### src/mcr_pkg.sv
package mcr_pkg;

  // Fixed field widths.
  localparam int CENTER_BITS = 15;
  localparam int COLOR_BITS  = 24;

  // Defaults for the top-level parameters.
  localparam int COORD_BITS_DEF  = 16;
  localparam int RADIUS_BITS_DEF = 13;

  // The decision variable carries this many bits beyond the radius.
  localparam int DEC_EXTRA_BITS = 7;

  // Input item function codes.
  localparam logic FUNC_START   = 1'b0;
  localparam logic FUNC_ADVANCE = 1'b1;

  // Decision variable constants: d0 = 3 - 2r, then +10 on a diagonal move, +6 otherwise.
  localparam int D_INIT = 3;
  localparam int K_DIAG = 10;
  localparam int K_SIDE = 6;

  // Pixel index of the eighth pixel of a run.
  localparam logic [2:0] PIX_LAST = 3'd7;

  typedef enum logic [2:0] {
    ST_IDLE,
    ST_LOAD,
    ST_STEP_XY,
    ST_STEP_T,
    ST_STEP_D,
    ST_EMIT
  } state_t;

  typedef struct packed {
    state_t     state;
    logic [2:0] pix;
    logic       last;
  } seq_t;

endpackage

### src/mcr_alu.sv
module mcr_alu import mcr_pkg::*; #(
  parameter int W = 32
) (
  input  logic [W-1:0] a,
  input  logic [W-1:0] b,
  input  logic         inv,
  input  logic         cin,
  output logic [W-1:0] sum
);

  logic [W-1:0] b_eff;

  // With inv and cin both set this is a - b.
  assign b_eff = inv ? ~b : b;
  assign sum   = a + b_eff + {{(W-1){1'b0}}, cin};

endmodule

### src/mcr_ctrl.sv
module mcr_ctrl import mcr_pkg::*; (
  input  logic clk,
  input  logic rst_n,
  input  logic accept,
  input  logic func,
  input  logic active,
  output logic busy,
  output seq_t seq
);

  state_t     state_r, state_nxt;
  logic [2:0] pix_r, pix_nxt;

  always_ff @(posedge clk) begin
    if (!rst_n) begin
      state_r <= ST_IDLE;
      pix_r   <= '0;
    end else begin
      state_r <= state_nxt;
      pix_r   <= pix_nxt;
    end
  end

  always_comb begin
    state_nxt = state_r;
    case (state_r)
      ST_IDLE: begin
        if (accept) begin
          if (func == FUNC_START) begin
            state_nxt = ST_LOAD;
          end else if (active) begin
            state_nxt = ST_STEP_XY;
          end
        end
      end
      ST_LOAD:    state_nxt = ST_EMIT;
      ST_STEP_XY: state_nxt = ST_STEP_T;
      ST_STEP_T:  state_nxt = ST_STEP_D;
      ST_STEP_D:  state_nxt = ST_EMIT;
      ST_EMIT: begin
        if (pix_r == PIX_LAST) begin
          state_nxt = ST_IDLE;
        end
      end
      default:    state_nxt = ST_IDLE;
    endcase
  end

  always_comb begin
    pix_nxt   = (state_r == ST_EMIT) ? pix_r + 3'd1 : '0;
    busy      = (state_r != ST_IDLE);
    seq.state = state_r;
    seq.pix   = pix_r;
    seq.last  = (pix_r == PIX_LAST);
  end

endmodule

### src/midpoint_circle_rasterizer.sv
// Midpoint circle rasterizer. Pulse start with in_func low to begin a circle: the block loads
// the center, radius and color and emits the eight symmetric pixels of the top point. Each start
// with in_func high then runs one step of the midpoint loop and emits eight more pixels.
// Results appear one beat per cycle, each marked by out_valid for exactly one cycle, and the
// receiver cannot hold them off, so it must take every beat as it comes. After a start is
// accepted busy stays high while the block forms the initial decision value and then emits the
// eight pixels; the next item can be taken once busy is low again. After an advance busy stays
// high while the block steps x, y and the decision value and then emits eight pixels, and the
// next item can again be taken once busy is low. An advance with no circle in progress leaves
// busy low and emits nothing, so the next item can be taken at the following edge. Start is
// ignored while busy is high. A single pair of adder lanes does all the datapath arithmetic: it
// forms one pixel per cycle and one part of the loop update per cycle. Each pixel beat is
// registered before it leaves the block. The eighth pixel of each run
// carries out_last_of_run, and the eighth pixel of the step after which y drops below x also
// carries out_circle_done; after that, advances emit nothing until the next circle starts.
// Pixel coordinates wrap at COORD_BITS.
module midpoint_circle_rasterizer import mcr_pkg::*; #(
  parameter int COORD_BITS  = COORD_BITS_DEF,
  parameter int RADIUS_BITS = RADIUS_BITS_DEF
) (
  input  logic                          clk,
  input  logic                          rst_n,
  input  logic                          start,
  output logic                          busy,
  input  logic                          in_func,
  input  logic signed [CENTER_BITS-1:0] in_center_x,
  input  logic signed [CENTER_BITS-1:0] in_center_y,
  input  logic [RADIUS_BITS-1:0]        in_radius,
  input  logic [COLOR_BITS-1:0]         in_color,
  output logic                          out_valid,
  output logic signed [COORD_BITS-1:0]  out_pixel_x,
  output logic signed [COORD_BITS-1:0]  out_pixel_y,
  output logic [COLOR_BITS-1:0]         out_pixel_color,
  output logic                          out_last_of_run,
  output logic                          out_circle_done
);

  // Offsets are signed and one bit wider than the radius, since y can go to -1.
  localparam int OFF_BITS = RADIUS_BITS + 1;
  localparam int DEC_BITS = RADIUS_BITS + DEC_EXTRA_BITS;
  localparam int MAX_A    = (COORD_BITS > DEC_BITS) ? COORD_BITS : DEC_BITS;
  localparam int MAX_B    = (MAX_A > CENTER_BITS) ? MAX_A : CENTER_BITS;
  // Lane width: one guard bit over every operand so that sign extension always has room.
  localparam int UW       = MAX_B + 1;

  logic accept;
  seq_t seq;

  // Circle state.
  logic signed [CENTER_BITS-1:0] cx_r, cy_r;
  logic [COLOR_BITS-1:0]         color_r;
  logic [OFF_BITS-1:0]           x_r, y_r;
  logic [DEC_BITS-1:0]           d_r;
  logic [UW-1:0]                 t_r;
  logic                          dpos_r;
  logic                          done_r;
  logic                          active_r;

  // Output beat registers.
  logic                  out_valid_r;
  logic [COORD_BITS-1:0] px_r, py_r;
  logic [COLOR_BITS-1:0] pcolor_r;
  logic                  plast_r, pdone_r;

  // Shared adder lanes.
  logic [UW-1:0] l0_a, l0_b, l0_sum;
  logic [UW-1:0] l1_a, l1_b, l1_sum;
  logic          l0_inv, l0_cin, l1_inv, l1_cin;

  // Sign-extended views of the state.
  logic [UW-1:0] x_ext, y_ext, d_ext, cx_ext, cy_ext;
  logic          dpos;

  assign accept = start && !busy;

  mcr_ctrl u_ctrl (
    .clk    (clk),
    .rst_n  (rst_n),
    .accept (accept),
    .func   (in_func),
    .active (active_r),
    .busy   (busy),
    .seq    (seq)
  );

  assign x_ext  = {{(UW-OFF_BITS){x_r[OFF_BITS-1]}}, x_r};
  assign y_ext  = {{(UW-OFF_BITS){y_r[OFF_BITS-1]}}, y_r};
  assign d_ext  = {{(UW-DEC_BITS){d_r[DEC_BITS-1]}}, d_r};
  assign cx_ext = {{(UW-CENTER_BITS){cx_r[CENTER_BITS-1]}}, cx_r};
  assign cy_ext = {{(UW-CENTER_BITS){cy_r[CENTER_BITS-1]}}, cy_r};

  // The decision value is strictly positive: sign clear and not zero.
  assign dpos = !d_r[DEC_BITS-1] && (d_r != '0);

  // Operand selection for the two lanes, one setting per sequencer state.
  always_comb begin
    l0_a   = '0;
    l0_b   = '0;
    l0_inv = 1'b0;
    l0_cin = 1'b0;
    l1_a   = '0;
    l1_b   = '0;
    l1_inv = 1'b0;
    l1_cin = 1'b0;
    case (seq.state)
      ST_LOAD: begin
        // d = 3 - 2r.
        l0_a   = UW'(D_INIT);
        l0_b   = {{(UW-OFF_BITS){1'b0}}, y_r[OFF_BITS-2:0], 1'b0};
        l0_inv = 1'b1;
        l0_cin = 1'b1;
      end
      ST_STEP_XY: begin
        // x + 1, and y - 1 when the decision value is positive.
        l0_a   = x_ext;
        l0_cin = 1'b1;
        l1_a   = y_ext;
        l1_inv = dpos;
      end
      ST_STEP_T: begin
        // t = x - y on a diagonal move, else x; meanwhile d + 10 or d + 6.
        l0_a   = x_ext;
        l0_b   = dpos_r ? y_ext : '0;
        l0_inv = dpos_r;
        l0_cin = dpos_r;
        l1_a   = d_ext;
        l1_b   = dpos_r ? UW'(K_DIAG) : UW'(K_SIDE);
      end
      ST_STEP_D: begin
        // d + 4t, and y - x whose sign tells that the loop has ended.
        l0_a   = d_ext;
        l0_b   = {t_r[UW-3:0], 2'b00};
        l1_a   = y_ext;
        l1_b   = x_ext;
        l1_inv = 1'b1;
        l1_cin = 1'b1;
      end
      ST_EMIT: begin
        // Bit 2 of the pixel index swaps x and y, bit 0 negates the column
        // offset and bit 1 negates the row offset.
        l0_a   = cx_ext;
        l0_b   = seq.pix[2] ? y_ext : x_ext;
        l0_inv = seq.pix[0];
        l0_cin = seq.pix[0];
        l1_a   = cy_ext;
        l1_b   = seq.pix[2] ? x_ext : y_ext;
        l1_inv = seq.pix[1];
        l1_cin = seq.pix[1];
      end
      default: begin
        l0_a = '0;
      end
    endcase
  end

  mcr_alu #(.W(UW)) u_lane0 (
    .a   (l0_a),
    .b   (l0_b),
    .inv (l0_inv),
    .cin (l0_cin),
    .sum (l0_sum)
  );

  mcr_alu #(.W(UW)) u_lane1 (
    .a   (l1_a),
    .b   (l1_b),
    .inv (l1_inv),
    .cin (l1_cin),
    .sum (l1_sum)
  );

  // The active flag is control state and is cleared by reset.
  always_ff @(posedge clk) begin
    if (!rst_n) begin
      active_r <= 1'b0;
    end else if (accept && (in_func == FUNC_START)) begin
      active_r <= 1'b1;
    end else if (seq.state == ST_STEP_D) begin
      active_r <= !l1_sum[UW-1];
    end
  end

  always_ff @(posedge clk) begin
    if (accept && (in_func == FUNC_START)) begin
      cx_r    <= in_center_x;
      cy_r    <= in_center_y;
      color_r <= in_color;
      x_r     <= '0;
      y_r     <= {1'b0, in_radius};
      done_r  <= 1'b0;
    end
    case (seq.state)
      ST_LOAD: begin
        d_r <= l0_sum[DEC_BITS-1:0];
      end
      ST_STEP_XY: begin
        x_r    <= l0_sum[OFF_BITS-1:0];
        y_r    <= l1_sum[OFF_BITS-1:0];
        dpos_r <= dpos;
      end
      ST_STEP_T: begin
        t_r <= l0_sum;
        d_r <= l1_sum[DEC_BITS-1:0];
      end
      ST_STEP_D: begin
        d_r    <= l0_sum[DEC_BITS-1:0];
        done_r <= l1_sum[UW-1];
      end
      default: begin
      end
    endcase
  end

  // One pixel beat per emit cycle, presented for exactly the following cycle.
  always_ff @(posedge clk) begin
    if (!rst_n) begin
      out_valid_r <= 1'b0;
    end else begin
      out_valid_r <= (seq.state == ST_EMIT);
    end
  end

  always_ff @(posedge clk) begin
    if (seq.state == ST_EMIT) begin
      px_r     <= l0_sum[COORD_BITS-1:0];
      py_r     <= l1_sum[COORD_BITS-1:0];
      pcolor_r <= color_r;
      plast_r  <= seq.last;
      pdone_r  <= seq.last && done_r;
    end
  end

  assign out_valid       = out_valid_r;
  assign out_pixel_x     = px_r;
  assign out_pixel_y     = py_r;
  assign out_pixel_color = pcolor_r;
  assign out_last_of_run = plast_r;
  assign out_circle_done = pdone_r;

endmodule

### config.mk
export PLATFORM = sky130hd
export DESIGN_NAME = midpoint_circle_rasterizer
export DESIGN_NICKNAME = d
export VERILOG_FILES = /design/src/mcr_pkg.sv /design/src/mcr_alu.sv /design/src/mcr_ctrl.sv /design/src/midpoint_circle_rasterizer.sv
export SDC_FILE = /design/constraint.sdc
export NUM_CORES = 1
export LEC_CHECK = 0
export BUFFER_PORTS_ARGS = -buffer_cell sky130_fd_sc_hd__buf_2
export CORE_MARGIN = 4
export CORE_UTILIZATION = 43
export CTS_CLUSTER_SIZE = 28
export DETAILED_ROUTE_END_ITERATION = 7
export MAX_ROUTING_LAYER = met4
export SYNTH_ARGS = -nofsm -noshare
export SYNTH_HDL_FRONTEND = slang
export SYNTH_SLANG_ARGS = --single-unit
### constraint.sdc
create_clock -name clk -period 8.9 [get_ports clk]
set_input_delay 0.445 -clock clk [delete_from_list [all_inputs] [get_ports clk]]
set_output_delay 0.445 -clock clk [all_outputs]
set_load 0.005 [all_outputs]
==> results.json <==
{
  "status": "finished clean",
  "wl_met3_mm": 1.547,
  "crit_type": "reg -> reg",
  "vias_per_cell": 5.654,
  "seq_area_frac_synth_pct": 56.30,
  "design_area_sq_um": 11460,
  "vdd_ir_drop_max_v": 0.0001077,
  "yosysWarnings": 0,
  "setup_viol": 0,
  "start_util_pct": 43.66,
  "cap_violations": 0,
  "n_antenna_cell": 0,
  "synthArstFlopShare_pct": 0,
  "wire_per_inst_microns": 20.93,
  "htree_num_levels": 4,
  "first_pass_iters": 5,
  "clk_pin_slew_ns": 0.09,
  "fin_skew_ns": 0.01580,
  "syn_area_sq_um": 9886,
  "synth.distinct_cells": 69,
  "synth_top_area_share_pct": 54.68,
  "synthCells": 842,
  "highest_layer": "met4",
  "holdWs_ns": 0.1654,
  "insertion_delay_ns": 0.45,
  "route.detailed.drc": 0,
  "rows": 55,
  "setup_slack_ns": 3.472,
  "period_needed_ns": 5.428,
  "crit_path_max_fanout": 17,
  "final-hold-violation-count": 0,
  "syn_nets": 956,
  "wl_mm": 26.35,
  "grt_pass1_vias": 6950,
  "yosysTopAreaCell": "edfxtp_1",
  "tritoncts": "built",
  "dp_hpwl_mm": 18.41,
  "total_power_mw": 2.711,
  "drive_above_1_share_pct": 20.94,
  "power_leakage_nw": 4.556,
  "ctsResizeCount": 0,
  "die_height_microns": 159.6,
  "grt_pass1_wl_mm": 40.66,
  "track_usage_pct": 21.24,
  "grt_antenna_before_repair": 0,
  "arrival_ns": 5.59,
  "clockRootBuffer": "clkbuf_16",
  "worstPathRequired_ns": 9.07,
  "worst_hold_path_type": "in -> reg",
  "synth-edff-count": 180,
  "end_kind": "flop",
  "tightest_slew_ns": 1.020,
  "numClockSinks": 188,
  "slew_headroom_pct": 31.87,
  "ios": 131,
  "post_dp_cell_area_sq_um": 10820,
  "finalNetCount": 1075,
  "coreArea_sq_um": 22640,
  "syn_avg_cell_area_sq_um": 11.74,
  "ys.flop_type": "edfxtp_1",
  "post-place-ws_ns": 3.543,
  "synth_seq_cells": 188,
  "dr_wl_met2_mm": 12.03,
  "cts_setup_buffers": 0,
  "finalCritPeriodShare_pct": 60.99,
  "rsz0062_at_grt": "false",
  "synthTopCellsByArea": "edfxtp_1 (55%), ha_1 (4.9%), nand2_1 (3.9%)",
  "hold_buffers": 0,
  "place.port_buffers": 130,
  "setup-tns-final_ns": 0,
  "gr-total-overflow": 0,
  "drt_iter0_markers": 635,
  "die_area_sq_um": 25480,
  "num_vias": 7119,
  "yosysMostFrequentCell": "edfxtp_1",
  "area_delta_synth_final_pct": 15.95,
  "synth_top_cells_by_count": "edfxtp_1 (180), nand2_1 (103), o21ai_0 (60)",
  "antenna_left": 0,
  "cp-start-kind": "flop",
  "report.final.slew_viol_count": 0,
  "fmax_mhz": 184.2,
  "cts.path.max_buffers": 2,
  "finalWeightedCongestion": 0.9055,
  "grt_max_degree": 59,
  "dieWidth_microns": 159.6,
  "wl_met1_mm": 12.40,
  "cts_buffers": 17,
  "cellPowerDensity_nw_per_um2": 236.5
}
==> critical path, stage by stage (launching register included) <==
cell,delay (ns)
dfxtp_1,0.60
nor2b_4,0.53
buf_4,0.35
nand2b_1,0.12
inv_2,0.30
a21o_1,0.68
xnor2_1,0.20
fa_1,0.44
inv_1,0.08
fa_1,0.19
nor2b_1,0.07
o31ai_1,0.32
a211oi_1,0.21
nor2b_1,0.32
o21ai_1,0.17
a2111oi_2,0.55
==> cell type report <==
class	count	area (sq um)
Timing Repair Buffer	144	755.7
Inverter	35	133.9
Fill cell	2005	11180
Multi-Input combinational cell	575	4004
Tap cell	285	356.6
Clock inverter	15	220.2
Sequential cell	188	5567
Clock buffer	17	425.4
==> power by group <==
part	internal, mW	total (mW)	switching [mW]	leakage [nW]
registers	1.10	1.16	0.0596	1.74
clock network	0.398	0.821	0.423	0.306
logic	0.259	0.728	0.469	2.51
==> state kept, by name, indices dropped and copies added, names as in the netlist, 3 cells and up <==
register and flops:
color_r 24, cx_r 15, cy_r 15, d_r 20
out_pixel_color 24, out_pixel_x 16, out_pixel_y 16, t_r 18
u_ctrl.pix_r 3, u_ctrl.state_r 3, x_r 14, y_r 14
==> placed cells by master (no fill, tap or decap), drive strengths merged, types with 3 or more instances in the layout <==
cell type	synthesis	routed
a21oi	43	43
a22o	26	26
xnor2	39	39
ha	39	39
nand3	7	7
xor2	26	26
clkinv	0	5
mux2	8	8
o21bai	7	7
nor2b	7	7
buf	12	144
nor3b	4	4
inv	35	44
nor2	34	34
a2111oi	3	3
and2	17	17
edfxtp	180	180
o21ai	62	62
a21o	27	27
o21a	5	5
dfxtp	8	8
o31ai	5	5
nand4	6	6
a31oi	5	5
nor3	7	7
fa	4	4
a221oi	17	17
nand2b	6	6
mux2i	17	17
a211oi	5	5
nand2	104	104
clkbuf	32	17
a22oi	13	13
==> through the flow <==
step                      utilization, %  std cells
after floorplan                        -        842
after global placement             47.78       1227
after detailed placement           47.78       1227
after CTS                          50.63       1259
after global routing               50.63       1259
final                              50.63       1259
==> final timing paths <==
path                                         from                  end  slack (ns)  depth (start not counted)
worst max register to register  u_ctrl.state_r[1]               done_r        3.47                         15
worst min-delay path                 in_color[22]          color_r[22]        0.17                          1
worst min register to register        color_r[21]  out_pixel_color[21]        0.42                          0
worst max-delay path            u_ctrl.state_r[1]               done_r        3.47                         15
==> metal layers <==
layer  GRT usage, %  vias up
li1               -     3381
met4          5.247        0
met1          29.97     3437
met3          3.665       28
met5              -        -
met2          32.22      273
==> cells by family after synthesis <==
family,count (synthesis),share of synthesized area (%)
AND/OR/NAND/NOR,206,9.771
buffers and inverters,79,3.253
adder cells (fa/ha/maj),43,5.746
AO/OA/AOI/OAI,236,16.54
multiplexers,25,2.633
flip-flops,188,56.30
XOR/XNOR,65,5.759
No activity file was read; power rests on OpenSTA's default activity.
